### src/rtl/its_pkg.sv
// shared types, widths and register codes of the interpolated table sampler
`default_nettype none

package its_pkg;

	// defaults of the top-level parameters
	localparam int DEF_MAX_ENTRIES = 1024;
	localparam int DEF_VALUE_BITS  = 16;

	// field widths
	localparam int WL_W        = 16;
	localparam int ENTRY_IDX_W = 10;
	localparam int LOAD_W      = 16;
	localparam int SAMPLE_W    = 16;
	localparam int COUNT_W     = 11;
	localparam int SCALE_W     = 24;
	localparam int CLAMP_W     = 2;

	// stream words
	localparam int IN_TDATA_W  = 80;
	localparam int OUT_TDATA_W = 48;

	// fractional index: diff * scale, 19 fraction bits
	localparam int PROD_W    = WL_W + SCALE_W;
	localparam int FRAC_BITS = 19;
	localparam int IPART_W   = PROD_W - FRAC_BITS;

	// configuration port
	localparam int CFG_INDEX_W = 2;
	localparam int CFG_DATA_W  = 24;

	typedef enum logic [CFG_INDEX_W-1:0] {
		REG_START = 2'd0,
		REG_END   = 2'd1,
		REG_COUNT = 2'd2,
		REG_SCALE = 2'd3
	} cfg_reg_t;

	localparam logic [WL_W-1:0]    RST_START = 16'd23040;
	localparam logic [WL_W-1:0]    RST_END   = 16'd53120;
	localparam logic [COUNT_W-1:0] RST_COUNT = 11'd471;
	localparam logic [SCALE_W-1:0] RST_SCALE = 24'd524288;

	// item kinds carried in tuser
	localparam logic KIND_LOAD   = 1'b0;
	localparam logic KIND_SAMPLE = 1'b1;

	typedef enum logic [CLAMP_W-1:0] {
		CLAMP_NONE  = 2'd0,
		CLAMP_BELOW = 2'd1,
		CLAMP_LAST  = 2'd2
	} clamp_t;

endpackage

`default_nettype wire

### src/rtl/its_blend.sv
// two-stage linear blend of one channel, round half up
`default_nettype none

module its_blend #(
	parameter int VALUE_BITS = its_pkg::DEF_VALUE_BITS
) (
	input  wire logic                           clk,
	input  wire logic                           en_mul,
	input  wire logic                           en_sum,
	input  wire logic [VALUE_BITS-1:0]          a,
	input  wire logic [VALUE_BITS-1:0]          b,
	input  wire logic [its_pkg::FRAC_BITS-1:0]  t,
	output logic      [VALUE_BITS-1:0]          res
);

	import its_pkg::*;

	localparam int PA_W = VALUE_BITS + FRAC_BITS + 1;
	localparam int PB_W = VALUE_BITS + FRAC_BITS;
	localparam int SUM_W = PA_W + 1;
	localparam logic [FRAC_BITS:0] ONE = (FRAC_BITS + 1)'(1) << FRAC_BITS;
	localparam logic [SUM_W-1:0] HALF = SUM_W'(1) << (FRAC_BITS - 1);

	logic [FRAC_BITS:0] w;
	logic [PA_W-1:0]    pa_s4;
	logic [PB_W-1:0]    pb_s4;
	logic [SUM_W-1:0]   sum;
	logic [VALUE_BITS-1:0] res_q;

	assign w = ONE - (FRAC_BITS + 1)'(t);

	always_ff @(posedge clk) begin
		if (en_mul) begin
			pa_s4 <= PA_W'(a) * PA_W'(w);
			pb_s4 <= PB_W'(b) * PB_W'(t);
		end
	end

	assign sum = SUM_W'(pa_s4) + SUM_W'(pb_s4) + HALF;

	always_ff @(posedge clk) begin
		if (en_sum) begin
			res_q <= sum[FRAC_BITS +: VALUE_BITS];
		end
	end

	assign res = res_q;

endmodule

`default_nettype wire

### config.mk
export PLATFORM = sky130hd
export DESIGN_NAME = its_blend
export DESIGN_NICKNAME = d
export VERILOG_FILES = /design/src/rtl/its_pkg.sv /design/src/rtl/its_blend.sv
export SDC_FILE = /design/constraint.sdc
export NUM_CORES = 2
export LEC_CHECK = 0
export BUFFER_PORTS_ARGS = -buffer_cell sky130_fd_sc_hd__buf_2
export CAP_MARGIN = 20
export CORE_UTILIZATION = 47
export CTS_CLUSTER_DIAMETER = 40
export DETAILED_ROUTE_END_ITERATION = 16
export REMOVE_ABC_BUFFERS = 1
export SYNTH_ARGS = -nofsm -noshare
export SYNTH_HDL_FRONTEND = slang
export SYNTH_SLANG_ARGS = --single-unit
### constraint.sdc
create_clock -name clk -period 10.8 [get_ports clk]
set_input_delay 0.54 -clock clk [delete_from_list [all_inputs] [get_ports clk]]
set_output_delay 0.54 -clock clk [all_outputs]
set_load 0.01 [all_outputs]
---- Yosys cells after proc, flatten, opt, wreduce, memory -nomap -nowiden ----
Index checks and enable logic that the tools add are counted.
storage, ports and cells
  register bits after elaboration ......... 86
  input port bits ......................... 54
  word-level logic and storage cells ...... 8
operators by class
  add/subtract/negate cells ............... 3
  $mul .................................... 2
operators with widths
  kind                                                                  count
  35-bit by 19-bit adder with 35-bit output, second input constant      1
  35-bit adder                                                          1
  16-bit by 19-bit multiplier with 35-bit output                        1
  16-bit by 20-bit multiplier with 35-bit output                        1
  20-bit by 19-bit subtractor with 20-bit output, first input constant  1

---- Depth between registers and ports, before layout ----
  depth after elaboration ................. 2
  mapped depth ............................ 32
  mapped depth without buffers ............ 28

---- Worst setup path before layout ----
Ideal clock, no wire load.
  path kind ............................... input to register
  start ................................... in t[0] in the netlist's numbering
  end ..................................... reg pa_s4[33], data pin
  data arrival time ....................... 7.473 ns
  required time ........................... 10.542 ns
  slack ................................... 3.069 ns
  stages .................................. 30
  path buffers ............................ 4
  cell sequence ........................... clkbuf_1 -> clkbuf_1 -> inv_1 -> ha_1 -> nand2_1 -> or2_2 -> nor4_1 -> xnor2_1 -> clkbuf_1 -> nand2_1 -> fa_1 -> fa_1 -> inv_1 -> fa_1 -> inv_1 -> fa_1 -> inv_1 -> fa_1 -> fa_1 -> ha_1 -> clkbuf_1 -> nand2_1 -> o21bai_1 -> nand4_1 -> a31oi_1 -> o21bai_1 -> o311ai_0 -> a41o_1 -> a21oi_1 -> xnor2_1
between the ends
  longest elaborated chain between the ends .. 2
RTL lines
  what                                            RTL line         source
  from (decl)                                     its_blend.sv:12  input wire logic [its_pkg::FRAC_BITS-1:0] t,
  20-bit by 19-bit subtractor with 20-bit output  its_blend.sv:30  assign w = ONE - (FRAC_BITS + 1)'(t);
  16-bit by 20-bit multiplier with 35-bit output  its_blend.sv:34  pa_s4 <= PA_W'(a) * PA_W'(w);
  to (signal assigned)                            its_blend.sv:34
  to (decl)                                       its_blend.sv:25  logic [PA_W-1:0] pa_s4;
No other way between the ends.
A chain may end at the register's enable or synchronous reset.

---- Final worst setup path ----
  start ................................... in t[4] in the netlist's numbering
  end ..................................... reg pa_s4[33], data pin
Same word-level chain as after synthesis.

==> reports/results.txt <==
STA classifies the critical path endpoint as a flop. The tree built by TritonCTS fans out to 86 sinks. The share of async-settable or async-resettable flops after synthesis works out to 0%.

The initialized floorplan defines 83 standard-cell rows. The number of buffer and inverter instances along the worst setup path works out to 5. The average via count per standard cell came out at 5.294. Setup repair after global routing left no endpoint under its margin. The count of filler cells inserted in the layout is 4858. The logs give 71 for the maximum number of pins on one net before global-route repair and 0.35 ns for the worst-skew pair later-pin latency. In this run the worst path has a maximum fanout of 19. The tools report the area of the die as 53060 um^2.

The arrival time reported for the critical path endpoint is 8.21 ns, and the sum of negative setup slack is 0 ns. The run gives 5 as the number of optimization iterations in the first detailed-route pass. The run gives 0 as the number of buffers inserted to repair setup after CTS. Growth of design area from synthesis to finish: 4.804%. Across the routed clock network, the largest skew measured is 0.007606 ns. The clock slew at the register clock pins of the worst setup and hold paths was 0.06 ns; the measured slew at the worst slew-check pin was 1.128 ns. The portion of synthesized area spent on multiplexers is 0.04084%. The logs give 0 for the number of max-slew violations in the final report and 0 for the number of antenna cells inserted.

The effective utilization at floorplan came out at 47.68%. For this run, design rule violations remaining after detail routing come to 0. The cell with the most instances on the worst path is fa_1. Summing the areas of all compound-gate instances in the mapped netlist gives 5.585% of the synthesized area.

Number of maximum-capacitance violations: 0. The library cell used most frequently in the layout, excluding fill and tap cells, is inv_1. The count of buffers from port buffering came out at 69. For the relative max-transition margin, the log shows 24.44%. The congestion estimate from routability-driven global placement came to 0.8635. The total count of hold-check failures in the final report was 0. The area occupied by registers is 2582 um^2. The worst setup path category was primary input to flop. The flow ran to the end, and the final reports show no timing, DRC or antenna violations.

The remaining antenna violation count after routing is 0. After synthesis, the mean cell area works out to 9.196 um^2. In this run, the number of DRC markers left after iteration 0 of detailed routing was 925. Largest family of logic cells by synthesized area: adder cells. The synthesized netlist contains 65 unique library cells. In the final routed layout, each cell accounts on average for 17.19 um. The level count of the clock H-tree came out at 3. For the instance count of the mapped netlist, the log shows 2665.

The final critical-path required period was 8.113 ns; the portion of the clock cycle consumed by the worst path in the final layout was 75.12%. The tools report the largest buffer count on any clock path as 2. The highest attainable clock frequency came out at 123.3 MHz.

The simple-gate area share of the yosys netlist was 16.04%; the share of synthesized area occupied by flip-flops and latches was 10.54%. The cell sitting at the root of the clock tree is a clkbuf_16. The initial antenna violation count came out at 0. The type of element launching the critical path was a primary input. The detailed router placed 17550 vias in this run. In this run, synthesis inferred 86 flip-flops with an integrated enable.

The cell area that synthesis handed to floorplanning was 24510 um^2. In the final layout, the multi-input gates occupy 19350 um^2. The number of buffers created by CTS came out at 9. TritonCTS built the clock tree.

The worst path required time is 10.90 ns. Buffers inserted to repair hold after CTS numbered 0. The die is 230.4 um wide.

Overall fraction of global-route tracks in use: 22.96%. The library cells used most frequently in the layout, excluding fill and tap cells, are 561 x inv_1, 485 x fa_1, 421 x nand2_1. After global routing the overflow that remains totals 0. The final-report setup violation count was 0. After Yosys synthesis, XOR and XNOR cells account for 3.431% of the synthesized area. The first-pass GRT wire length is 97.29 mm.

The tools report the via count of the first global-routing pass as 19350. After synthesis the netlist holds a flip-flop and latch count of 86. The synthesized netlist devotes 53.76% of its cell area to adder and majority cells. For the detailed-placement wirelength estimate, the log shows 46.31 mm. 70 I/O pins were placed. The kind of cell with the highest combined delay along the critical path is adder cells.

In the final design database the tool counted 3447 nets. The tools report the overall routed net length as 56.97 mm. On the critical path, the stage with the largest delay is an instance of nor4_1.

The core region is 51410 um^2. In this design, the stage delay of the slowest critical-path cell is 0.62 ns. The most instantiated flip-flop cell in the synthesis netlist was edfxtp_1. Cells with a size suffix above 1 make up 4.782% of the layout. The run gives 0 as the warning count from the yosys run. In this run the vertical extent of the chip is 230.4 um. The run gives 0 as the number of instances resized during post-cts repair.

The tightest min-delay check is of the primary input to flop type.
[final timing paths]
| kind | startpoint | endpoint | slack (ns) | cells past startpoint |
|---|---|---|---|---|
| max | t[4] | pa_s4[33]$_DFFE_PP_ | 2.69 | 27 |
| min reg2reg | pa_s4[34]$_DFFE_PP_ | res[15]$_DFFE_PP_ | 0.84 | 3 |
| min | en_sum | res[10]$_DFFE_PP_ | 0.68 | 1 |
| max reg2reg | pb_s4[13]$_DFFE_PP_ | res[15]$_DFFE_PP_ | 6.97 | 11 |
[routing by layer]
| layer | GRT usage (%) | up-vias | share of wire, % |
|---|---|---|---|
| li1 | - | 8015 | - |
| met1 | 30.19 | 9069 | 43 |
| met2 | 40.44 | 397 | 51 |
| met3 | 2.668 | 68 | 4.3 |
| met4 | 5.257 | 0 | 2.0 |
| met5 | 0 | - | 0 |
[sequential cells by signal (all words and copies together) (netlist names)]
name and count:
pa_s4 35, pb_s4 35, res 16
[through the flow]
stage	utilization (%)	hold WS (ns)	cell area, um^2	instances	setup WS (ns)
detailed placement	49.36	0.8026	25370	3300	2.221
finish	49.97	0.6755	25690	3315	2.687
global route	49.97	0.6938	25690	3315	2.096
global placement	49.36	0.8354	25370	3300	2.298
CTS	49.97	0.6752	25690	3315	2.556
floorplan	-	0.6525	24010	2533	3.395
[area by class of cell]
type                    instances  share of cell area (%)
clock buffers                  10                  0.8914
repair buffers                 87                   1.871
inverters                     561                   8.198
well taps                     680                   3.312
clock inverters                 5                  0.3312
multi-input cells            1886                   75.34
flip-flops and latches         86                   10.05
[synth_stat cells, types with 2 or more instances]
cell	number	share of area (%)
a2111o_1	2	0.092
a211o_1	4	0.14
a211oi_1	9	0.28
a21boi_0	3	0.092
a21o_1	26	0.80
a21o_2	2	0.071
a21oi_1	70	1.4
a21oi_2	2	0.071
a221o_1	2	0.082
a31o_2	2	0.071
a31oi_1	9	0.23
a41o_1	2	0.082
and2_1	251	6.4
and3_1	5	0.13
and3_2	2	0.061
buf_1	12	0.18
clkbuf_1	120	1.8
edfxtp_1	86	11
fa_1	485	40
ha_1	277	14
inv_1	561	8.6
nand2_1	421	6.4
nand2b_1	10	0.26
nand3_1	23	0.47
nand3b_1	2	0.061
nand4_1	11	0.28
nor2_1	47	0.72
nor2b_1	9	0.23
nor3_1	16	0.33
nor4_1	5	0.13
o211ai_1	7	0.21
o21a_1	8	0.25
o21ai_0	30	0.61
o21bai_1	9	0.28
o22ai_1	2	0.051
o311ai_0	3	0.11
or2_2	5	0.13
or3_1	4	0.10
xnor2_1	70	2.5
xor2_1	26	0.93
[kinds of logic (layout without fill, tap and decap cells)]
kind of cell,after synthesis,count (layout)
and+or+nand+nor,819,819
adders and majority gates,762,762
buffers and inverters,693,663
AOI/OAI and AO/OA,208,208
xor gates and xnor gates,96,96
DFF,86,86
muxes,1,1
Power is not shown: default switching activity piles up to over one toggle a cycle in this logic, so the estimate is an artifact.
